===== src/hdl/gcst_ram.sv =====
// generic simple dual-port ram, one write port and one registered read port
// no dependencies
`timescale 1ns / 1ps
`default_nettype none

module gcst_ram #(
    parameter int WIDTH = 8,
    parameter int DEPTH = 16,
    parameter int ADDR_W = (DEPTH > 1) ? $clog2(DEPTH) : 1
) (
    input  wire logic              i_clk,
    input  wire logic              i_wr_en,
    input  wire logic [ADDR_W-1:0] i_wr_addr,
    input  wire logic [WIDTH-1:0]  i_wr_data,
    input  wire logic              i_rd_en,
    input  wire logic [ADDR_W-1:0] i_rd_addr,
    output logic      [WIDTH-1:0]  o_rd_data
);

    logic [WIDTH-1:0] mem [DEPTH];
    logic [WIDTH-1:0] r_rd_data;

    always_ff @(posedge i_clk) begin
        if (i_wr_en) begin
            mem[i_wr_addr] <= i_wr_data;
        end
        if (i_rd_en) begin
            r_rd_data <= mem[i_rd_addr];
        end
    end

    assign o_rd_data = r_rd_data;

endmodule

`default_nettype wire


===== config.mk =====
export PLATFORM = sky130hd
export DESIGN_NAME = gcst_ram
export DESIGN_NICKNAME = d
export VERILOG_FILES = /design/src/hdl/gcst_ram.sv
export SDC_FILE = /design/constraint.sdc
export NUM_CORES = 1
export LEC_CHECK = 0
export BUFFER_PORTS_ARGS = -buffer_cell sky130_fd_sc_hd__buf_2
export CORE_MARGIN = 3
export CORE_UTILIZATION = 63
export CTS_BUF_LIST = sky130_fd_sc_hd__clkbuf_8
export CTS_CLUSTER_DIAMETER = 30
export DETAILED_ROUTE_END_ITERATION = 7
export GPL_ROUTABILITY_DRIVEN = 0
export PLACE_DENSITY = 0.82
export SETUP_SLACK_MARGIN = 0.15
export SLEW_MARGIN = 20
export SYNTH_ARGS = -nofsm -noshare
export SYNTH_HDL_FRONTEND = slang
export SYNTH_SLANG_ARGS = --single-unit

===== constraint.sdc =====
create_clock -name i_clk -period 1.78 [get_ports i_clk]
set_input_delay 0 -clock i_clk [delete_from_list [all_inputs] [get_ports i_clk]]
set_output_delay 0 -clock i_clk [all_outputs]
set_load 0.02 [all_outputs]

After elaboration in Yosys (flattened, before gate mapping)
Memories as Yosys holds them, arrays and structs flattened. A register that Yosys moved wholly into a read port is not among the register bits.
Index checks and enable logic that the tools add are counted.
- register bits after elaboration: 0
- memory bits (writable): 128
- output and inout port bits: 8
- memories: 1
- memory list (name ; depth ; width ; read ports ; clocked after memory_dff ; wr ports ; RTL line ; text):
    mem ; 16 ; 8 ; 1 ; 1 ; 1 ; 20 ; logic [WIDTH-1:0] mem [DEPTH];
- muxes and demuxes: 2
- operators by type and width (cell ; count):
    2-to-1 mux 1 bit ; 2

Logic depth before layout (Yosys ltp)
- depth after elaboration: 2
- depth in mapped cells: 5

Worst setup path before layout
Ideal clock, no wire load.
- path kind: in2reg
- from: input port i_wr_addr[2]
- to: memory mem[0][0], enable pin
- arrival time: 1.110 ns
- path slack: 0.287 ns
- stages: 2
- path buffers: 0
- cell sequence: or3b_2 > nor3_1
- RTL lines (element ; RTL line ; text):
    start: declaration ; 13 ; input wire logic [ADDR_W-1:0] i_wr_addr,
    end: declaration ; 20 ;
Straight into the memory's write port.

==> flow_summary.rst <==
.. list-table::
   :header-rows: 1

   * - Metric
     - Value
   * - Relative contribution of the clock network to total power
     - 41.9%
   * - Total congestion overflow after global routing
     - 0
   * - Global router's overall resource usage
     - 24.1%
   * - Worst Path Arrival
     - 1.77 ns
   * - Number of buffers inserted during clock tree synthesis
     - 17
   * - Warnings, synthesis
     - 0
   * - Synth-to-Final Area Change
     - 17.4%
   * - Clock tree sinks
     - 136
   * - Avg Synthesized Cell Area
     - 22.8 um^2
   * - Proportion of synthesized flip-flops having asynchronous set or reset
     - 0%
   * - Power per cell area
     - 1120 nW/um^2
   * - Post-synthesis simple-gate area fraction
     - 3.14%
   * - Smallest hold slack
     - 0.124 ns
   * - Share of the synthesized area in compound gates (AO/OA/AOI/OAI)
     - 2.30%
   * - Share of cell area taken by muxes after synthesis
     - 14.8%
   * - Drt via density
     - 6.23
   * - Overall power consumption
     - 0.00687 W
   * - Most repeated cell in the gate-level netlist after synthesis
     - sky130_fd_sc_hd__edfxtp_1
   * - Sequential Power Share
     - 52.7%
   * - Top cell type by total area after synthesis
     - sky130_fd_sc_hd__edfxtp_1
   * - Clk Latency, worst-skew pair
     - 0.44 ns
   * - Number of core rows
     - 32
   * - Fill count
     - 378
   * - Largest stage delay on the critical path
     - 0.52 ns
   * - Maximum level of the CTS H-tree
     - 4
   * - Setup Crit Path Kind
     - reg2reg
   * - Cell leakage power
     - 2.09 nW
   * - Count of final max-slew check failures
     - 0
   * - Unrepaired setup endpoints after global routing
     - false
   * - Number of nets with antenna violations after detailed routing
     - 0
   * - Register clock-pin slew on the reported worst setup and hold paths
     - 0.09 ns
   * - Standard cell area after detailed placement
     - 5580 um^2
   * - Transition at the pin with the smallest max-transition slack
     - 0.442 ns
   * - Timing-limited maximum frequency
     - 0.629 GHz
   * - Kind of start point of the critical path
     - flip-flop
   * - Die Area
     - 9430 um^2
   * - Half-perimeter wire length after detailed placement
     - 6220 um
   * - Cell area after synthesis
     - 5230 um^2
   * - First-pass GRT wire length
     - 16100 um
   * - Count of port buffers added during placement
     - 26
   * - Status
     - complete, no violations
   * - Final instance area
     - 6140 um^2
   * - Deepest clock path buffer count
     - 2
   * - Internal power summed over all cells
     - 0.00544 W
   * - Cell chain of the critical path
     - mux4_2 -> a22oi_1 -> nand2_1
   * - Max_slew headroom
     - 70.5%
   * - Number of iterations in the first detailed-routing pass
     - 5
   * - Layout cell share with drive strength beyond 1
     - 31.9%
   * - Clock root buffer
     - sky130_fd_sc_hd__clkbuf_8
   * - Width of the die
     - 97.1 um
   * - Antenna diodes
     - 0
   * - IO Count
     - 27
   * - Reported max-cap violation count
     - 0
   * - Final design utilization
     - 77.8%
   * - Post-synth EDFFs
     - 136
   * - Largest net degree at the start of global routing
     - 33
   * - Dominant cells by area after synthesis
     - sky130_fd_sc_hd__edfxtp_1 78%, sky130_fd_sc_hd__mux4_2 7.8%, sky130_fd_sc_hd__mux4_1 7.0%, sky130_fd_sc_hd__a22oi_1 2.3%, sky130_fd_sc_hd__nor2_1 0.93%
   * - Via count of the first global-routing pass
     - 2691
   * - Routed wire per std cell
     - 25.5 um
   * - Endpoints failing setup
     - 0
   * - Hold crit path type
     - in2reg
   * - Type of element capturing the critical path
     - flip-flop
   * - Number of instances in the synthesized netlist
     - 229
   * - Top cells by count, synth
     - 136 x sky130_fd_sc_hd__edfxtp_1, 18 x sky130_fd_sc_hd__mux4_2, 16 x sky130_fd_sc_hd__a22oi_1, 14 x sky130_fd_sc_hd__mux4_1, 13 x sky130_fd_sc_hd__nor2_1
   * - Combinational share of power
     - 5.3%
   * - Maximum fanout encountered on the critical timing path
     - 1
   * - Synth top area share
     - 78.1%
   * - Number of antenna violations at the first check in global routing
     - 0
   * - Sequential cell area fraction in the yosys report
     - 78.1%
   * - Shortest clock period the worst path allows after layout
     - 1.59 ns
   * - Core area
     - 7890 um^2
   * - Peak supply drop
     - 652 uV
   * - Setup TNS
     - 0 ns
   * - Height of the die
     - 97.1 um
   * - Combinational family with the most area after synthesis
     - multiplexers
   * - Post-Synth XOR/XNOR Area
     - 0%
   * - Layout Skew
     - 0.0119 ns
   * - Number of nets at the end of the flow
     - 313
   * - Adder-cell share of the synthesized area
     - 0%
   * - CTS tree
     - done
   * - DRC violations left
     - 0
   * - Violation count after the first detailed-routing iteration
     - 318
   * - Switching Share
     - 20.9%
   * - Vias after detailed routing
     - 2550
   * - Unique cell type count in the Yosys netlist
     - 18
   * - Flip-flop cell with the highest count after synthesis
     - sky130_fd_sc_hd__edfxtp_1
   * - Wirelength, routed
     - 10400 um
   * - Starting utilization of the core area
     - 66.3%
   * - Final period utilization
     - 89.3%
   * - Post-Syn Nets
     - 248
   * - Required @ worst endpoint
     - 1.96 ns
   * - Flip-flop and latch count after synthesis
     - 136
   * - Power spent charging and discharging nets
     - 0.00144 W
   * - Library cell contributing the largest single delay on the critical path
     - sky130_fd_sc_hd__mux4_2
   * - Final Hold Vio Count
     - 0
[flip-flops by register name, indices dropped and copies added (netlist names)]
register,cells
mem,128
o_rd_data,8
[cell type report]
class / instances / area (um^2) / area share (%)
Clock buffer: 17 / 234 / 3.81
Clock inverter: 15 / 225 / 3.67
Multi-Input combinational cell: 83 / 1060 / 17.3
Sequential cell: 136 / 4080 / 66.6
Tap cell: 102 / 128 / 2.08
Timing Repair Buffer: 56 / 403 / 6.57
[routing by layer]
layer	share of wire [%]	track usage, %	wire (um)
met4	1.8	8.53	192
met2	50	37.2	5250
met1	39	33.8	4080
met5	0	0	0
met3	8.7	6.82	906
[final timing paths]
path	from	end	slack [ns]	depth (start not counted)
worst min-delay path	i_wr_addr[1]	mem[12][2]$_DFFE_PP_	0.12	3
worst max-delay path	mem[11][7]$_DFFE_PP_	o_rd_data[7]$_DFFE_PP_	0.19	3
worst min register to register	mem[12][5]$_DFFE_PP_	o_rd_data[5]$_DFFE_PP_	0.74	3
worst max register to register	mem[11][7]$_DFFE_PP_	o_rd_data[7]$_DFFE_PP_	0.19	3
[power groups by stage]
stage | Sequential [W] | Combinational (W) | Clock, W
5_1_grt | 0.00363 | 0.000395 | 0.00306
3_3_place_gp | 0.00369 | 0.000338 | 0
6_report | 0.00363 | 0.000368 | 0.00288
3_5_place_dp | 0.00370 | 0.000349 | 0
2_1_floorplan | 0.00371 | 0.000182 | 0
4_1_cts | 0.00363 | 0.000367 | 0.00290
[stage by stage]
step           setup slack, ns  cells
6_report                 0.190    409
5_1_grt                  0.176    409
4_1_cts                  0.211    409
3_5_place_dp             0.159    368
3_3_place_gp             0.177    368
2_1_floorplan            0.287    229
[kinds of logic (layout without fill, tap and decap cells)]
| logic type | after synthesis | in the layout |
|---|---|---|
| AO/OA/AOI/OAI | 16 | 16 |
| buffers and inverters | 10 | 88 |
| multiplexers | 32 | 32 |
| AND/OR/NAND/NOR | 35 | 35 |
| flip-flops | 136 | 136 |
[cells in the final DEF, fill, tap and decap left out, types with 3 or more instances in the layout]
| master | n |
|---|---|
| sky130_fd_sc_hd__a22oi_1 | 15 |
| sky130_fd_sc_hd__buf_2 | 26 |
| sky130_fd_sc_hd__buf_4 | 19 |
| sky130_fd_sc_hd__bufinv_16 | 5 |
| sky130_fd_sc_hd__clkbuf_8 | 17 |
| sky130_fd_sc_hd__clkinv_4 | 3 |
| sky130_fd_sc_hd__clkinvlp_4 | 3 |
| sky130_fd_sc_hd__dlygate4sd3_1 | 9 |
| sky130_fd_sc_hd__edfxtp_1 | 136 |
| sky130_fd_sc_hd__mux4_1 | 14 |
| sky130_fd_sc_hd__mux4_2 | 18 |
| sky130_fd_sc_hd__nand2_1 | 9 |
| sky130_fd_sc_hd__nor2_1 | 13 |
| sky130_fd_sc_hd__nor3_1 | 4 |
[repair_timing]
item | in CTS | in global routing
setup buffers | 0 | 0
endpoints found under the hold margin | 136 | 0
hold buffers | 9 | 0
endpoints found under the setup margin | 0 | 1
resized for setup | 0 | 1
[critical path: cells and delay by family (launching register included)]
kind	cells	cell delay (ns)
AO/OA/AOI/OAI	1	0.30
AND/OR/NAND/NOR	1	0.09
multiplexers	1	0.52
flip-flops	1	0.41
Power figures use the tool's default switching activity.
