[src/hdl/gcst_pkg.sv]
// shared types, codes and default sizes for the grid cell slot table
// no dependencies
`timescale 1ns / 1ps
`default_nettype none

package gcst_pkg;

    // default geometry
    localparam int DEF_GRID_WIDTH     = 64;
    localparam int DEF_GRID_HEIGHT    = 64;
    localparam int DEF_SLOTS_PER_CELL = 8;
    localparam int DEF_TILE_W         = 16;
    localparam int DEF_TILE_H         = 16;

    // field widths
    localparam int REQ_BITS    = 2;
    localparam int ID_BITS     = 32;
    localparam int POS_BITS    = 16;
    localparam int TILE_BITS   = 16;
    localparam int STATUS_BITS = 3;
    localparam int SLOT_BITS   = ID_BITS + TILE_BITS;

    typedef enum logic [REQ_BITS-1:0] {
        REQ_INSERT = 2'd0,
        REQ_REMOVE = 2'd1,
        REQ_MOVE   = 2'd2
    } t_req;

    typedef enum logic [STATUS_BITS-1:0] {
        ST_OK       = 3'd0,
        ST_OOB      = 3'd1,
        ST_PRESENT  = 3'd2,
        ST_FULL     = 3'd3,
        ST_NOTFOUND = 3'd4
    } t_status;

    typedef enum logic [2:0] {
        S_CLEAR,
        S_IDLE,
        S_ADDR,
        S_DISP,
        S_OLD,
        S_NEW,
        S_DONE
    } t_state;

    // on-grid flags of the old and the new position
    typedef struct packed {
        logic old_in;
        logic new_in;
    } t_loc_flags;

    // search result over one cell row
    typedef struct packed {
        logic found;
        logic full;
    } t_row_info;

endpackage

`default_nettype wire

[src/hdl/gcst_row.sv]
// slot search and update over one cell row read from the slot memory
// depends on gcst_pkg
`timescale 1ns / 1ps
`default_nettype none

module gcst_row #(
    parameter int SLOTS = gcst_pkg::DEF_SLOTS_PER_CELL
) (
    input  wire logic [SLOTS*gcst_pkg::SLOT_BITS-1:0] i_row,
    input  wire logic [gcst_pkg::ID_BITS-1:0]         i_id,
    input  wire logic [gcst_pkg::TILE_BITS-1:0]       i_tile,
    output gcst_pkg::t_row_info                       o_info,
    output logic      [gcst_pkg::TILE_BITS-1:0]       o_found_tile,
    output logic      [SLOTS*gcst_pkg::SLOT_BITS-1:0] o_clear_row,
    output logic      [SLOTS*gcst_pkg::SLOT_BITS-1:0] o_put_row
);

    localparam int SB = gcst_pkg::SLOT_BITS;
    localparam int IB = gcst_pkg::ID_BITS;
    localparam int TB = gcst_pkg::TILE_BITS;

    logic [SLOTS-1:0] match, free;
    logic [SLOTS-1:0] match_first, free_first;
    logic [TB-1:0]    found_tile;

    always_comb begin
        for (int s = 0; s < SLOTS; s++) begin
            match[s] = (i_row[s*SB +: IB] == i_id);
            free[s]  = (i_row[s*SB +: IB] == '0);
        end
        // lowest set bit picks the first slot, as a linear scan would
        match_first = match & (~match + SLOTS'(1));
        free_first  = free & (~free + SLOTS'(1));

        found_tile  = '0;
        o_clear_row = i_row;
        o_put_row   = i_row;
        for (int s = 0; s < SLOTS; s++) begin
            found_tile = found_tile | ({TB{match_first[s]}} & i_row[s*SB+IB +: TB]);
            if (match_first[s]) begin
                o_clear_row[s*SB +: SB] = '0;
            end
            if (free_first[s]) begin
                o_put_row[s*SB +: SB] = {i_tile, i_id};
            end
        end

        o_info.found = |match;
        o_info.full  = ~|free;
        o_found_tile = found_tile;
    end

endmodule

`default_nettype wire

[config.mk]
export PLATFORM = sky130hd
export DESIGN_NAME = gcst_row
export DESIGN_NICKNAME = d
export VERILOG_FILES = /design/src/hdl/gcst_pkg.sv /design/src/hdl/gcst_row.sv
export SDC_FILE = /design/constraint.sdc
export NUM_CORES = 1
export LEC_CHECK = 0
export BUFFER_PORTS_ARGS = -buffer_cell sky130_fd_sc_hd__buf_2
export CAP_MARGIN = 20
export CORE_AREA = 4 4 479 481
export DETAILED_ROUTE_END_ITERATION = 16
export DIE_AREA = 0 0 483 485
export PLACE_DENSITY_LB_ADDON = 0.2
export REMOVE_ABC_BUFFERS = 1
export SLEW_MARGIN = 30
export SYNTH_ARGS = -nofsm -noshare
export SYNTH_HDL_FRONTEND = slang
export SYNTH_SLANG_ARGS = --single-unit
export TNS_END_PERCENT = 1
[constraint.sdc]
create_clock -name vclk -period 2.7
set_input_delay 0.27 -clock vclk [all_inputs]
set_output_delay 0.27 -clock vclk [all_outputs]
set_load 0.005 [all_outputs]
# Word-level counts from Yosys, hierarchy flattened
# Index checks and enable logic that the tools add are counted.
[totals]
wordCells = 56
ff_bits = 0
inputBits = 432
[classes]
n_reduce_logical = 11
n_mux = 16
addsub = 2
eq_ne = 8
bitwise_logic = 19
[op_table]
columns = ["operator", "n"]
rows = [
  ["$mux 48", 16],
  ["$eq 32x32->1", 8],
  ["$logic_not 32->1", 8],
  ["$and 16x16->16", 8],
  ["$or 16x16->16", 7],
  ["$add 8x1->8 const B", 2],
  ["$and 8x8->8", 2],
  ["$not 8->8", 2],
  ["$reduce_or 8->1", 2],
  ["$logic_not 1->1", 1],
]

# Logic depth before layout (Yosys ltp)
[depth]
ltp_word = 12
ltp_mapped = 12
ltp_nobuf = 7

# Least setup slack after synthesis
# No wires, ideal clock.
[synth_timing]
path_type = "input -> output"
start = "input i_id[21] (netlist name)"
end = "output o_clear_row[354] (netlist name)"
t_arrival_ns = 2.105
stages = 11
slack_ns = 0.325
path_buffers = 4
path_cell_list = "buf_2 -> buf_2 -> xnor2_1 -> nand4_1 -> nor4_1 -> nand2_1 -> nor4b_4 -> nand2_2 -> buf_6 -> buf_6 -> and2_1"
[synth_between]
elab_chain_len = 5
elab_cells_between_ends = 12
cone_classes = "add/sub: 1; eq/ne: 8; mux: 1; bitwise: 2"
[synth_lines]
columns = ["element", "line_no", "rtl"]
rows = [
  ["start, declared", "gcst_row.sv:10", "input wire logic [gcst_pkg::ID_BITS-1:0] i_id,"],
  ["$eq 32x32->1", "gcst_row.sv:28", "match[s] = (i_row[s*SB +: IB] == i_id);"],
  ["$not 8->8", "gcst_row.sv:32", "match_first = match & (~match + SLOTS'(1));"],
  ["$add 8x1->8", "gcst_row.sv:32", ""],
  ["$and 8x8->8 (*)", "gcst_row.sv:32", ""],
  ["$mux 48 (*)", "gcst_row.sv:40", "if (match_first[s]) begin"],
  ["end, declared", "gcst_row.sv:14", "output logic [SLOTS*gcst_pkg::SLOT_BITS-1:0] o_clear_row,"],
]
# Every way passes the cells marked *; elsewhere a longest branch is shown, timed or not.

# Worst setup path after layout
[layout_timing]
start = "input i_id[28] (netlist name)"
end = "output o_found_tile[7] (netlist name)"
[layout_between]
elab_chain_len = 12
elab_cells_between_ends = 26
cone_classes = "add/sub: 1; eq/ne: 8; bitwise: 17"
[layout_lines]
columns = ["element", "line_no", "rtl"]
rows = [
  ["$eq 32x32->1", "gcst_row.sv:28", ""],
  ["$not 8->8", "gcst_row.sv:32", ""],
  ["$add 8x1->8", "gcst_row.sv:32", ""],
  ["$and 8x8->8 (*)", "gcst_row.sv:32", ""],
  ["$and 16x16->16", "gcst_row.sv:39", "found_tile = found_tile | ({TB{match_first[s]}} & i_row[s*SB+IB +: TB]);"],
  ["$or 16x16->16 (6 in a row)", "gcst_row.sv:39", ""],
  ["$or 16x16->16 (*)", "gcst_row.sv:39", ""],
  ["end, declared", "gcst_row.sv:13", "output logic [gcst_pkg::TILE_BITS-1:0] o_found_tile,"],
]
# Marks and branches as above.

==> run metrics <==
fraction of layout cells with a size suffix above 1=69.0%; Worst EP required=2.43 ns; Nets=3780; cells after synthesis=approximately 1600; Slowest-stage cell, CP=nand4_1; Design Area, Final=30700 um^2; clkbuf count=0; met2 Use GR=about a third; worst path cell trace=clkbuf_4 > buf_12 > xor2_1 > buf_4 > nor4_4 > nand4_1 > buf_6 > o2111a_2 > buf_12 > buf_6 > a32oi_2 > nand4_1 > buf_2; DIE AREA=234000 um^2; RSZ-0062 raised after global routing=yes; final setup margin=-0.715 ns; placeable core area=225000 um^2; top post-synthesis cells by area=and2_1, a21o_1, xnor2_1, mux2_2, nor4_1; Initial Util=5.07%; fin crit share=126%; actual slew at the worst max-slew pin=0.563 ns; Die Wd=~480 um; grt met3 use=under 10%; Worst Path Max Fanout=8; Top Usage Layer GRT=met2; crit path kind=input port to output port; run status=complete, but fails checks; Post-CTS Hold Fix Bufs=0; sequential fraction of the synthesis area=0%; initial antenna violation count=106; IO Port Bufs=1218; first-pass GRT wire length=slightly above 300 mm; Placed Area=26600 um^2; Avg Vias per Cell=~3.4; Yosys top cell area share=19.4%; CP Data Arrival Time=3.14 ns; Mapped Avg Cell Area=7.25 um^2; Post-DP HPWL=around 220 mm; WL per Instance=39.3 um; GPL Wtd Cong=0.906; fin. max-slew vios=0; Final setup viols=609; startpoint types=input port; grt total ovfl=0; Sequential Area=0 um^2; most frequent cells in the layout=buf_2, buf_4, and2_1; Detail Route Antenna Nets=0; worst min path class=input port to output port; crit-path max cell delay=0.47 ns; YS warnings=0; Cells on Worst Hold Path=3; final hold violations=0; failing checks=negative setup slack; drt first pass iters=5; First DRT Iteration DRCs=~1400; grt met1 use=26.9%; max-cap check violation count=0; Top Ports=1218; largest net degree at the start of global routing=45; Seq cells=0; area leader, netlist=and2_1; Max Freq=about 290 MHz; Area Overhead vs Synth=169%; # fillers=26300; Final min period=3.41 ns; DRC viols=0; final wirelength=between 200 and 300 mm; Max-slew headroom=62.3%; vias in the first global route=22600; commonest non-fill, non-tap cell in the layout=buf_2; via count=around 22000; # rows=174; GRT Resource Usage Total=20.3%; DIE HEIGHT=roughly 490 um; Mapped Area=11400 um^2; CP endpoint kind=output port; Unique masters post-synth=43
[timing repair]
action	4_1_cts	5_1_grt
setup buffers	71	37
resized for setup	402	254
setup endpoints to repair	765	755
gates cloned	2	0
pin swaps	139	149
[cell type report]
| cell class | count | area, um^2 | area share, % |
|---|---|---|---|
| Tap cell | 2992 | 3740 | 12.2 |
| Inverter | 1 | 3.75 | 0.0122 |
| Timing Repair Buffer | 1944 | 14600 | 47.7 |
| Antenna cell | 32 | 80.1 | 0.261 |
| Multi-Input combinational cell | 1401 | 12200 | 39.9 |
[metal layers]
layer | wire length [um] | vias to the layer above
met5 | 55 | -
li1 | - | 9130
met1 | 112000 | 11000
met2 | 114000 | 1337
met4 | 5130 | 8
met3 | 19400 | 179
[through the flow]
step                instances  hold WS (ns)  setup TNS (ns)  util [%]  setup WS, ns
finish                   6370         0.856         -176.90      13.7        -0.715
global route             6350         0.886         -240.62      13.6        -0.743
CTS                      6311         0.858         -246.22      13.0        -0.752
detailed placement       6243         0.858         -773.30      11.8         -2.10
global placement         6241         0.860         -902.29      11.8         -2.14
floorplan                1402         0.613        -1152.82         -         -3.49
[final timing paths]
kind                                to  slack [ns]        from
worst max-delay path   o_found_tile[7]       -0.71    i_id[28]
worst min-delay path  o_clear_row[280]        0.86  i_row[280]
[cells by family (layout without fill, tap and decap cells)]
kind of cell	count (synthesis)	after routing	share of synthesized area [%]
AOI/OAI and AO/OA	307	307	19.9
and+or+nand+nor	710	710	39.1
muxes	128	128	12.6
buffers and inverters	171	1945	8.70
xor gates and xnor gates	256	256	19.7
other	0	32	0
[synthesized netlist by cell type (2+ instances only)]
master	instances
nand3_1	36
o21ai_1	7
clkbuf_1	68
nor4b_1	5
nor2b_1	60
nor2_1	13
nor4_1	90
buf_1	2
o21ai_0	9
or2_2	2
xnor2_1	192
buf_6	28
o22ai_1	15
a32oi_1	12
and2_1	353
nor3b_1	16
buf_2	45
and3b_1	13
xor2_1	64
nand2_2	3
mux2_2	128
nor4_2	3
clkbuf_2	7
nor3_1	3
a21o_1	256
nand4_1	84
buf_4	20
nor4_4	2
a22oi_1	3
nand2_1	20
[worst max-delay path, delay by kind of cell]
| family | cells | cell delay, ns |
|---|---|---|
| buffers and inverters | 7 | 1.28 |
| AO/OA/AOI/OAI | 2 | 0.50 |
| XOR/XNOR | 1 | 0.17 |
| AND/OR/NAND/NOR | 3 | 0.88 |
