--- src/hdl/gcst_pkg.sv ---
// shared types, codes and default sizes for the grid cell slot table
// no dependencies
`timescale 1ns / 1ps
`default_nettype none

package gcst_pkg;

    // default geometry
    localparam int DEF_GRID_WIDTH     = 64;
    localparam int DEF_GRID_HEIGHT    = 64;
    localparam int DEF_SLOTS_PER_CELL = 8;
    localparam int DEF_TILE_W         = 16;
    localparam int DEF_TILE_H         = 16;

    // field widths
    localparam int REQ_BITS    = 2;
    localparam int ID_BITS     = 32;
    localparam int POS_BITS    = 16;
    localparam int TILE_BITS   = 16;
    localparam int STATUS_BITS = 3;
    localparam int SLOT_BITS   = ID_BITS + TILE_BITS;

    typedef enum logic [REQ_BITS-1:0] {
        REQ_INSERT = 2'd0,
        REQ_REMOVE = 2'd1,
        REQ_MOVE   = 2'd2
    } t_req;

    typedef enum logic [STATUS_BITS-1:0] {
        ST_OK       = 3'd0,
        ST_OOB      = 3'd1,
        ST_PRESENT  = 3'd2,
        ST_FULL     = 3'd3,
        ST_NOTFOUND = 3'd4
    } t_status;

    typedef enum logic [2:0] {
        S_CLEAR,
        S_IDLE,
        S_ADDR,
        S_DISP,
        S_OLD,
        S_NEW,
        S_DONE
    } t_state;

    // on-grid flags of the old and the new position
    typedef struct packed {
        logic old_in;
        logic new_in;
    } t_loc_flags;

    // search result over one cell row
    typedef struct packed {
        logic found;
        logic full;
    } t_row_info;

endpackage

`default_nettype wire

--- src/hdl/gcst_addr.sv ---
// two-stage position to cell row address unit
// depends on gcst_pkg
`timescale 1ns / 1ps
`default_nettype none

module gcst_addr #(
    parameter int GRID_WIDTH  = gcst_pkg::DEF_GRID_WIDTH,
    parameter int GRID_HEIGHT = gcst_pkg::DEF_GRID_HEIGHT,
    parameter int TILE_W      = gcst_pkg::DEF_TILE_W,
    parameter int TILE_H      = gcst_pkg::DEF_TILE_H,
    parameter int ADDR_W      = 12
) (
    input  wire logic                                 i_clk,
    input  wire logic                                 i_load,
    input  wire logic signed [gcst_pkg::POS_BITS-1:0] i_old_x,
    input  wire logic signed [gcst_pkg::POS_BITS-1:0] i_old_y,
    input  wire logic signed [gcst_pkg::POS_BITS-1:0] i_new_x,
    input  wire logic signed [gcst_pkg::POS_BITS-1:0] i_new_y,
    output gcst_pkg::t_loc_flags                      o_flags,
    output logic             [ADDR_W-1:0]             o_old_addr,
    output logic             [ADDR_W-1:0]             o_new_addr
);

    // magnitude of an on-grid coordinate is below 2^(POS_BITS-1)
    localparam int MAG_W = gcst_pkg::POS_BITS - 1;
    localparam int MUL_W = gcst_pkg::POS_BITS + 1;
    localparam int PRD_W = MAG_W + MUL_W;

    // reciprocal multipliers, exact floor(v / tile) for v < 2^MAG_W
    localparam int LX = $clog2(TILE_W);
    localparam int LY = $clog2(TILE_H);
    localparam int SX = MAG_W + LX;
    localparam int SY = MAG_W + LY;
    localparam longint MXL = ((longint'(1) << SX) + longint'(TILE_W) - 1) / longint'(TILE_W);
    localparam longint MYL = ((longint'(1) << SY) + longint'(TILE_H) - 1) / longint'(TILE_H);
    localparam logic [MUL_W-1:0] MX = MUL_W'(MXL);
    localparam logic [MUL_W-1:0] MY = MUL_W'(MYL);

    localparam int LIM_X = GRID_WIDTH * TILE_W;
    localparam int LIM_Y = GRID_HEIGHT * TILE_H;
    localparam int CWX = (GRID_WIDTH > 1) ? $clog2(GRID_WIDTH) : 1;
    localparam int CWY = (GRID_HEIGHT > 1) ? $clog2(GRID_HEIGHT) : 1;

    logic [MAG_W-1:0] mag_ox, mag_oy, mag_nx, mag_ny;
    logic             old_in, new_in;

    logic [PRD_W-1:0] r_prod_ox, r_prod_oy, r_prod_nx, r_prod_ny;
    logic             r_old_in, r_new_in;

    logic [CWX-1:0]   cell_ox, cell_nx;
    logic [CWY-1:0]   cell_oy, cell_ny;

    gcst_pkg::t_loc_flags r_flags;
    logic [ADDR_W-1:0]    r_old_addr, r_new_addr;

    // truncation toward zero puts the small negatives into column or row zero
    always_comb begin
        mag_ox = i_old_x[gcst_pkg::POS_BITS-1] ? '0 : i_old_x[MAG_W-1:0];
        mag_oy = i_old_y[gcst_pkg::POS_BITS-1] ? '0 : i_old_y[MAG_W-1:0];
        mag_nx = i_new_x[gcst_pkg::POS_BITS-1] ? '0 : i_new_x[MAG_W-1:0];
        mag_ny = i_new_y[gcst_pkg::POS_BITS-1] ? '0 : i_new_y[MAG_W-1:0];
        old_in = (int'(i_old_x) > -TILE_W) && (int'(i_old_x) < LIM_X) &&
                 (int'(i_old_y) > -TILE_H) && (int'(i_old_y) < LIM_Y);
        new_in = (int'(i_new_x) > -TILE_W) && (int'(i_new_x) < LIM_X) &&
                 (int'(i_new_y) > -TILE_H) && (int'(i_new_y) < LIM_Y);
    end

    always_ff @(posedge i_clk) begin
        if (i_load) begin
            r_prod_ox <= PRD_W'(mag_ox) * PRD_W'(MX);
            r_prod_oy <= PRD_W'(mag_oy) * PRD_W'(MY);
            r_prod_nx <= PRD_W'(mag_nx) * PRD_W'(MX);
            r_prod_ny <= PRD_W'(mag_ny) * PRD_W'(MY);
            r_old_in  <= old_in;
            r_new_in  <= new_in;
        end
    end

    always_comb begin
        cell_ox = CWX'(r_prod_ox >> SX);
        cell_oy = CWY'(r_prod_oy >> SY);
        cell_nx = CWX'(r_prod_nx >> SX);
        cell_ny = CWY'(r_prod_ny >> SY);
    end

    always_ff @(posedge i_clk) begin
        r_flags.old_in <= r_old_in;
        r_flags.new_in <= r_new_in;
        r_old_addr     <= ADDR_W'(cell_ox * GRID_HEIGHT) + ADDR_W'(cell_oy);
        r_new_addr     <= ADDR_W'(cell_nx * GRID_HEIGHT) + ADDR_W'(cell_ny);
    end

    assign o_flags    = r_flags;
    assign o_old_addr = r_old_addr;
    assign o_new_addr = r_new_addr;

endmodule

`default_nettype wire

--- config.mk ---
export PLATFORM = sky130hd
export DESIGN_NAME = gcst_addr
export DESIGN_NICKNAME = d
export VERILOG_FILES = /design/src/hdl/gcst_pkg.sv /design/src/hdl/gcst_addr.sv
export SDC_FILE = /design/constraint.sdc
export NUM_CORES = 1
export LEC_CHECK = 0
export ABC_AREA = 0
export BUFFER_PORTS_ARGS = -buffer_cell sky130_fd_sc_hd__buf_2
export CORE_MARGIN = 4
export CORE_UTILIZATION = 43
export DETAILED_ROUTE_END_ITERATION = 12
export GPL_TIMING_DRIVEN = 0
export PLACE_DENSITY = 0.79
export SYNTH_ARGS = -nofsm -noshare
export SYNTH_HDL_FRONTEND = slang
export SYNTH_SLANG_ARGS = --single-unit
--- constraint.sdc ---
create_clock -name i_clk -period 1.36 [get_ports i_clk]
set_input_delay 0.068 -clock i_clk [delete_from_list [all_inputs] [get_ports i_clk]]
set_output_delay 0.068 -clock i_clk [all_outputs]
set_load 0.01 [all_outputs]
**Yosys cells after proc, flatten, opt, wreduce, memory -nomap -nowiden**

Cells that the tools add are included.
Widths: inputs -> output; s select.

- Bits in registers: 68
- Input bits: 66
- Word-level logic and storage cells: 26
- Output and inout port bits: 26

- $add $sub $neg: 2
- $lt $le $gt $ge: 8
- Reduce and logical (&&, ||, !) cells: 6

Operators by type and width:

| kind | count |
|---|---|
| $gt 16x5->1 const B | 4 |
| $lt 16x12->1 const B | 4 |
| $add 12x6->12 | 2 |
| $logic_and 1x1->1 | 6 |

**Longest topological paths before layout**

Gate-level depths: netlist (run 1).

- Word-level depth: 4
- Mapped depth: 3
- Depth with buffers taken out: 3

**Worst setup path before layout (run 1)**

Ideal clock, no wire load.

- Path type: input-to-reg
- From: input i_new_y[13] (netlist bit)
- To: register r_new_in (data pin)
- Cell stages on the path: 3
- Buffers on the path: 0
- Required time: 1230 ps
- Path slack: 399 ps
- Library setup time: 130 ps
- Data arrival time: 831 ps
- Cell sequence: or4_1 -> nor3_2 -> o22a_1

- Longest elaborated chain between the ends: 3
- Elaborated cells on any way between the ends: 4
- Classes of those cells: order compare: 2; reduce/logical: 2

RTL lines:

| item | line | RTL |
|---|---|---|
| start, declared | gcst_addr.sv:18 | `input wire logic signed [gcst_pkg::POS_BITS-1:0] i_new_y,` |
| $gt 16x5->1 | gcst_addr.sv:65 | `(int'(i_new_y) > -TILE_H) && (int'(i_new_y) < LIM_Y);` |
| $logic_and 1x1->1 | gcst_addr.sv:64 | `new_in = (int'(i_new_x) > -TILE_W) && (int'(i_new_x) < LIM_X) &&` |
| $logic_and 1x1->1 * | gcst_addr.sv:65 |  |
| net new_in | gcst_addr.sv:45 | `logic old_in, new_in;` |
| end signal, assigned | gcst_addr.sv:75 | `r_new_in <= new_in;` |
| end, declared | gcst_addr.sv:48 | `logic r_old_in, r_new_in;` |

The timed path passes the listed nets; every way through them passes the cells marked *.
A chain may end at the register's enable or synchronous reset.

**Worst setup path in the final report (run 1)**

- From: input i_old_y[13] (netlist bit)
- To: register r_old_in (data pin)

- Longest elaborated chain between the ends: 3
- Elaborated cells on any way between the ends: 4
- Classes of those cells: order compare: 2; reduce/logical: 2

RTL lines:

| item | line | RTL |
|---|---|---|
| start, declared | gcst_addr.sv:16 | `input wire logic signed [gcst_pkg::POS_BITS-1:0] i_old_y,` |
| $gt 16x5->1 | gcst_addr.sv:63 | `(int'(i_old_y) > -TILE_H) && (int'(i_old_y) < LIM_Y);` |
| $logic_and 1x1->1 | gcst_addr.sv:62 | `old_in = (int'(i_old_x) > -TILE_W) && (int'(i_old_x) < LIM_X) &&` |
| $logic_and 1x1->1 * | gcst_addr.sv:63 |  |
| net old_in | gcst_addr.sv:45 |  |
| end signal, assigned | gcst_addr.sv:74 | `r_old_in <= old_in;` |
| end, declared | gcst_addr.sv:48 |  |

Marked as above.

==> metrics.md, run 1 <==
| Metric | Value |
|---|---|
| Gpl congestion | 0.825 |
| Status | completed |
| WS Path Type | in -> reg |
| Synth warn | 0 |
| Slew headroom | 0.612 |
| Via count | 1166 |
| Initial antenna violation count | 0 |
| Die Area | 4950 um^2 |
| Initial core utilization | 0.450 |
| Worst hold margin | 0.0781 ns |
| CTS hold repair buffers | 0 |
| TritonCTS buffer count | 5 |
| CP Capture Type | register |
| Post-route DRC | 0 |
| Actual slew at the worst max-slew pin | 0.583 ns |
| Io pins | 92 |
| Row Count | 22 |
| Clk slew on worst S/H paths | 0.09 ns |
| Slowest CP cell | or4_4 |
| Overflow after GRT | 0 |
| Commonest register cell after synthesis | edfxtp_1 |
| Minimum clock period | 0.849 ns |
| Wirelength per Cell | 13.0 um |
| RSZ-0062 raised after global routing | false |
| Max clock buf depth | 2 |
| Setup tns final | 0 ns |
| Crit path setup slack, layout | 0.511 ns |
| Largest net degree at the start of global routing | 27 |
| Number of global-route vias before repair | 1141 |
| Vias per inst | 4.61 |
| Top cell type by total area after synthesis | edfxtp_1 |
| Lkg Pwr | 0.975 nW |
| Worst EP arrival | 1.02 ns |
| Cell at the root of the clock tree | clkbuf_8 |
| Final nets | 270 |
| CP Launch Type | primary input |
| Core area | 3720 um^2 |
| Area growth from synthesis to layout | 36.2% |
| PostCTS Resize Cnt | 0 |
| Post-Syn Instances | 106 |
| Mapped cell area | 1670 um^2 |
| Overall routed net length | 3.28 mm |
| Post-CTS Setup Inserts | 0 |
| Max Clock Freq | 1180 MHz |
| Netlist cell types | 9 |
| CP Cell Sequence | buf_2 -> or4_4 -> nor3_2 -> o22a_1 |
| Post-synth EDFFs | 26 |
| CTS tree | yes |
| All-Layer GR Usage | 0.135 |
| Die height | 70.4 um |
| Family with the most delay on the worst path | simple AND/OR/NAND/NOR gates |
| Syn Area/Cell | 15.8 um^2 |
| Max Slew Vio Count | 0 |
| Pre-CTS setup slack | 0.205 ns |
| Worst-Skew Late Latency | 0.29 ns |
| WP data required | 1.53 ns |
| Post-synthesis sequential area ratio | 0.778 |
| Die Span X | 70.4 um |
| Final core utilization | 0.612 |
| Final setup fails | 0 |
| Layout cells sized above 1 | 0.507 |
| Async S/R FF share, synth | 0 |
| Worst Skew | 0.00531 ns |
| Routed Antenna Nets | 0 |
| Synth top area share | 0.467 |
| Final hold violations | 0 |
| Yosys reg bits | 52 |
| Num Clock Sinks | 52 |
| CP peak stage delay | 0.52 ns |
| Part of the cycle the worst path needs | 0.624 |
| Cell Pwr Density | 1270 nW/um^2 |
| Area contributors post-synth | edfxtp_1 47%, dfxtp_1 31%, nor2b_1 9.0%, nand4_1 4.5%, nor4_1 3.0% |
| Fill cells | 331 |
| Diodes inserted | 0 |
| Initial DRC Count | 68 |
| HP Class | in -> reg |
| I/O Buffers | 91 |
| Global-route wire length before repair | 5.22 mm |
| Commonest cells post-synth | 26 x dfxtp_1, 26 x edfxtp_1, 24 x nor2b_1 |
| Peak VDD IR | 659 uV |
| Worst Path Buf+Inv | 1 |
| Max-cap violations | 0 |
| H-Tree Depth | 2 |
| Synthesized Nets | 172 |
| CP max FO | 2 |
| Initial DRT Pass Iterations | 4 |
-- cell families (layout without fill, tap and decap cells) --
family,after synthesis,count (layout),share of synthesized area
flops,52,52,0.778
simple gates,52,52,0.211
buf+inv,0,99,0
compound gates,2,2,0.0105
-- final timing paths --
kind	cells after the start	end	slack [ns]	from
max reg2reg	0	o_new_addr[11]	0.86	r_prod_nx[24]
max	4	r_old_in	0.51	i_old_y[13]
min	2	r_prod_nx[19]	0.08	i_new_x[4]
min reg2reg	0	o_old_addr[8]	0.34	r_prod_ox[21]
-- registers in the layout, indices dropped and copies added (netlist names) --
register,count
r_prod_ox,6
o_new_addr,12
o_old_addr,12
o_flags,2
r_old_in,1
r_prod_oy,6
r_prod_ny,6
r_new_in,1
r_prod_nx,6
-- per-layer routing --
layer / track usage / share of wire / routed length (um) / vias up
li1: - / - / - / 599
met1: 0.157 / 0.39 / 1280 / 533
met2: 0.237 / 0.55 / 1810 / 30
met3: 0.0259 / 0.039 / 129 / 4
met4: 0.0638 / 0.017 / 55 / 0
met5: 0 / 0 / 0 / -
-- per-stage QoR --
step | instance area (um^2) | cells | power, mW
floorplan | 1670 | 106 | 1.90
global placement | 2190 | 245 | 2.09
detailed placement | 2190 | 245 | 2.10
CTS | 2280 | 253 | 2.92
global route | 2280 | 253 | 3.04
finish | 2280 | 253 | 2.89
-- power breakdown --
group | total (mW) | internal [mW] | switching (mW)
sequential | 1.79 | 1.77 | 0.0233
combinational | 0.266 | 0.131 | 0.135
clock | 0.834 | 0.366 | 0.468
-- cell type report --
| cell class | instances | area, um^2 | share of cell area |
|---|---|---|---|
| clock buffer | 6 | 72.6 | 0.0319 |
| clock inverter | 2 | 16.3 | 0.00715 |
| multi-input combinational | 54 | 370 | 0.163 |
| sequential | 52 | 1300 | 0.572 |
| tap | 48 | 60.1 | 0.0264 |
| timing repair buffer | 91 | 455 | 0.200 |
-- placed cells by master (no fill, tap or decap) --
cell type,count
buf_2,91
dfxtp_1,26
edfxtp_1,26
nor2b_1,24
nand4_1,12
nor4_1,8
clkbuf_8,5
nor3_2,4
or4_4,2
or4_1,2
o22a_1,2
clkinvlp_4,1
clkinv_4,1
clkbuf_1,1
No activity file was read; power rests on OpenSTA's default activity.
==> run 2, diff against run 1 <==
==> constraint.sdc (replaced) <==
create_clock -name i_clk -period 0.8 [get_ports i_clk]
set_input_delay 0.04 -clock i_clk [delete_from_list [all_inputs] [get_ports i_clk]]
set_output_delay 0.04 -clock i_clk [all_outputs]
set_load 0.01 [all_outputs]
==> metrics.md, run 2 (synthesis gave the netlist of run 1 again) <==
| Metric | Value |
|---|---|
| Routed Antenna Nets | 0 |
| CP Launch Type | primary input |
| CP Capture Type | register |
| Overall routed net length | 3.24 mm |
| Initial DRT Pass Iterations | 4 |
| DP HPWL | 2.59 mm |
| Final core utilization | 0.644 |
| Io pins | 92 |
| Num Clock Sinks | 52 |
| Final hold violations | 0 |
| Initial DRC Count | 67 |
| Max clock buf depth | 2 |
| Overflow after GRT | 0 |
| Area growth from synthesis to layout | 43.2% |
| Actual slew at the worst max-slew pin | 0.556 ns |
| Fill cells | 299 |
| Initial core utilization | 0.450 |
| Max Slew Vio Count | 0 |
| RSZ-0062 raised after global routing | true |
| Global Route met1 Usage | 0.152 |
| Global-route wire length before repair | 5.15 mm |
| Largest net degree at the start of global routing | 27 |
| Most frequent cells in the layout | 79 x buf_2, 26 x edfxtp_1, 24 x nor2b_1 |
| WS Path Type | in -> reg |
| GRT busiest layer | met2 |
| CTS hold repair buffers | 0 |
| Vias per inst | 4.56 |
| Post-route DRC | 0 |
| Via count | 1154 |
| Worst hold margin | 0.0406 ns |
| Part of the cycle the worst path needs | 0.998 |
| CP max FO | 2 |
| Setup tns final | 0 ns |
| Worst-Skew Late Latency | 0.30 ns |
| Die Span X | 70.4 um |
| Layout cells sized above 1 | 0.561 |
| Number of global-route vias before repair | 1138 |
| Die height | 70.4 um |
| Final setup fails | 0 |
| Initial antenna violation count | 0 |
| Row Count | 22 |
| Cell at the root of the clock tree | clkbuf_8 |
| Lkg Pwr | 1.02 nW |
| Max-cap violations | 0 |
| Peak VDD IR | 1380 uV |
| Final nets | 270 |
| Worst EP arrival | 0.97 ns |
| Slew headroom | 0.629 |
| Met3 usage | 0.0446 |
| Met2 usage | 0.226 |
| I/O Buffers | 91 |
| HP Class | in -> reg |
| Core area | 3720 um^2 |
| Post-CTS Setup Inserts | 0 |
| CTS tree | yes |
| Reg2Reg Depth | 0 |
| Worst Skew | 0.00558 ns |
| Clk slew on worst S/H paths | 0.08 ns |
| Gpl congestion | 0.799 |
| Diodes inserted | 0 |
| Cell Pwr Density | 2160 nW/um^2 |
| TritonCTS buffer count | 5 |
| WP data required | 0.97 ns |
| Wirelength per Cell | 12.8 um |
| H-Tree Depth | 2 |
| All-Layer GR Usage | 0.136 |
| Status | completed |
| Hold Path Depth | 2 |
| Die Area | 4950 um^2 |
| Commonest non-fill, non-tap cell in the layout | buf_2 |
| Max Clock Freq | 1250 MHz |
| Minimum clock period | 0.798 ns |
run 2: worst max-delay path, cell delays in order:
cell    delay (ns)
buf_6         0.09
or4_4         0.54
nor3_4        0.14
o22a_1        0.16
run 2: path summary, 6_finish.rpt:
kind / start / end / slack (ns)
max: i_old_y[13] / r_old_in / 0.002
min: i_new_x[5] / r_prod_nx[20] / 0.04
max reg2reg: r_prod_ny[24] / o_new_addr[5] / 0.31
min reg2reg: r_prod_ox[21] / o_old_addr[8] / 0.34
run 2: power by group:
part | internal [mW] | switching, mW
clock | 0.799 | 0.803
combinational | 0.272 | 0.233
sequential | 3.01 | 0.0501
total | 4.09 | 1.09
run 2: final cells by class:
cell class | instances | area, um^2 | share of cell area
multi-input cells | 54 | 383 | 0.160
clock inverters | 2 | 12.5 | 0.00523
repair buffers | 91 | 531 | 0.222
clock buffers | 6 | 93.8 | 0.0392
well taps | 48 | 60.1 | 0.0251
flip-flops and latches | 52 | 1310 | 0.549
run 2: timing repair:
action | in CTS | in global routing
pin swaps | 1 | 1
gates resized for setup | 6 | 18
setup endpoints to repair | 11 | 28
run 2: per-layer routing:
layer,part of all wire,up-vias,routed length (um)
met5,0,-,0
met2,0.55,28,1770
met1,0.38,520,1240
li1,-,599,-
met3,0.052,7,168
met4,0.019,0,63
run 2: through the flow:
| stage | setup slack (ns) | std cells | power (mW) | cell area, um^2 |
|---|---|---|---|---|
| 2_1_floorplan | -0.133 | 106 | 3.22 | 1670 |
| 3_3_place_gp | -0.322 | 245 | 3.55 | 2190 |
| 3_5_place_dp | -0.339 | 245 | 3.57 | 2190 |
| 4_1_cts | -0.0108 | 253 | 5.19 | 2320 |
| 5_1_grt | -0.0312 | 253 | 5.45 | 2390 |
| 6_report | 0.00162 | 253 | 5.17 | 2390 |
==> run 3, diff against run 2 <==
--- a/config.mk
+++ b/config.mk
@@ -12,6 +12,7 @@
 export DETAILED_ROUTE_END_ITERATION = 12
 export GPL_TIMING_DRIVEN = 0
 export PLACE_DENSITY = 0.79
+export RECOVER_POWER = 25
 export SYNTH_ARGS = -nofsm -noshare
 export SYNTH_HDL_FRONTEND = slang
 export SYNTH_SLANG_ARGS = --single-unit
==> metrics.md, run 3 (synthesis gave the netlist of run 1 again) <==
| Metric | Value |
|---|---|
| Worst EP arrival | 0.97 ns |
| Slowest CP cell | or4_4 |
| Worst Skew | 0.00558 ns |
| Post-route DRC | 0 |
| Hold Path End | r_prod_nx[20] |
| CTS tree | yes |
| Cell at the root of the clock tree | clkbuf_8 |
| Sw Ratio | 0.210 |
| H-Tree Depth | 2 |
| Cell area after layout | 2390 um^2 |
| CP Launch Type | primary input |
| Area growth from synthesis to layout | 43.0% |
| HP Start | i_new_x[5] |
| Commonest non-fill, non-tap cell in the layout | buf_2 |
| Number of global-route vias before repair | 1138 |
| Global Route met1 Usage | 0.152 |
| CP Cell Sequence | clkbuf_1 -> or4_4 -> nor3_4 -> o22a_1 |
| Final hold violations | 0 |
| Lkg Pwr | 1.01 nW |
| Global-route wire length before repair | 5.15 mm |
| Diodes inserted | 0 |
| Max Slew Vio Count | 0 |
| Placed Area | 2190 um^2 |
| P_int | 4.08 mW |
| I/O Buffers | 91 |
| Status | completed |
| TritonCTS buffer count | 5 |
| Die height | 70.4 um |
| CP peak stage delay | 0.46 ns |
| Max-cap violations | 0 |
| Minimum clock period | 0.799 ns |
| Max Clock Freq | 1250 MHz |
| Final setup fails | 0 |
| Initial DRT Pass Iterations | 4 |
| Setup tns final | 0 ns |
| Worst-Skew Late Latency | 0.30 ns |
| FF-to-FF End | o_new_addr[5] |
| Core area | 3720 um^2 |
| Actual slew at the worst max-slew pin | 0.556 ns |
| Layout cells sized above 1 | 0.546 |
| WP data required | 0.97 ns |
| CP Capture Type | register |
| Die Span X | 70.4 um |
| Max clock buf depth | 2 |
| Slew headroom | 0.629 |
| Hold Path Depth | 2 |
| Gpl congestion | 0.799 |
| Initial antenna violation count | 0 |
| Num Clock Sinks | 52 |
| Initial DRC Count | 60 |
| Sequential power share | 0.593 |
| Io pins | 92 |
| DP HPWL | 2.59 mm |
| Comb power frac | 0.097 |
| Overall routed net length | 3.25 mm |
| Wirelength per Cell | 12.8 um |
| GRT busiest layer | met2 |
| Vias per inst | 4.56 |
| Routed Antenna Nets | 0 |
| Largest net degree at the start of global routing | 27 |
| R2R Setup Slk | 0.31 ns |
| FF-to-FF Start | r_prod_ny[24] |
| Met2 usage | 0.226 |
| Die Area | 4950 um^2 |
| Clk slew on worst S/H paths | 0.08 ns |
| Met3 usage | 0.0446 |
| Row Count | 22 |
| Part of the cycle the worst path needs | 0.999 |
| Clock power frac | 0.310 |
| Overflow after GRT | 0 |
| RSZ-0062 raised after global routing | true |
| Reg2Reg Depth | 0 |
| NetSw | 1.09 mW |
| Fill cells | 296 |
| Most frequent cells in the layout | 76 x buf_2, 26 x edfxtp_1, 24 x nor2b_1 |
| HP Class | in -> reg |
| Cell Pwr Density | 2160 nW/um^2 |
| Via count | 1153 |
| Final nets | 270 |
| Initial core utilization | 0.450 |
| Peak VDD IR | 1380 uV |
| CP max FO | 8 |
| WS Path Type | in -> reg |
| All-Layer GR Usage | 0.136 |
[run 3: worst max-delay path, delay by kind of cell]
family                 cells  cell delay [ns]
AO/OA/AOI/OAI              1             0.16
buffers and inverters      1             0.17
AND/OR/NAND/NOR            2             0.60
[run 3: area by class of cell]
class                   instances  area (um^2)  share of cell area
clock buffers                   6         93.8              0.0393
clock inverters                 2         12.5             0.00524
repair buffers                 91          527               0.220
flip-flops and latches         52         1310               0.550
well taps                      48         60.1              0.0251
multi-input cells              54          383               0.160
[run 3: metrics by stage]
step                      hold WS, ns  setup WS, ns  total power, mW   util  cells
final                          0.0407      0.000927             5.17  0.643    253
after global routing           0.0199       -0.0312             5.44  0.643    253
after CTS                      0.0279       -0.0108             5.19  0.625    253
after detailed placement        0.327        -0.339             3.57  0.589    245
after global placement          0.324        -0.322             3.55  0.589    245
after floorplan                 0.152        -0.133             3.22      -    106
[run 3: power groups by stage]
stage / sequential [mW] / combinational, mW / clock (mW)
2_1_floorplan: 3.16 / 0.0632 / 0
3_3_place_gp: 3.10 / 0.450 / 0
3_5_place_dp: 3.11 / 0.454 / 0
4_1_cts: 3.06 / 0.471 / 1.66
5_1_grt: 3.08 / 0.548 / 1.81
6_report: 3.06 / 0.503 / 1.60
[run 3: worst max path at each step]
stage | start | to | depth (start not counted)
6_report | i_old_y[15] | r_old_in | 4
5_1_grt | o_old_addr[11] | o_old_addr[11] | 1
4_1_cts | o_new_addr[4] | o_new_addr[4] | 1
3_5_place_dp | i_old_y[13] | r_old_in | 4
3_3_place_gp | i_old_y[13] | r_old_in | 4
2_1_floorplan | i_new_y[13] | r_new_in | 3
[run 3: layer usage]
layer | up-vias | wire (um) | part of all wire
li1 | 599 | - | -
met1 | 519 | 1250 | 0.38
met3 | 7 | 169 | 0.052
met4 | 0 | 63 | 0.019
met2 | 28 | 1770 | 0.54
met5 | - | 0 | 0
[run 3: timing repair]
action,in CTS,in global routing
resized for setup,6,18
hold buffers,0,0
pin swaps,1,1
endpoints found under the setup margin,11,28
setup buffers,0,0
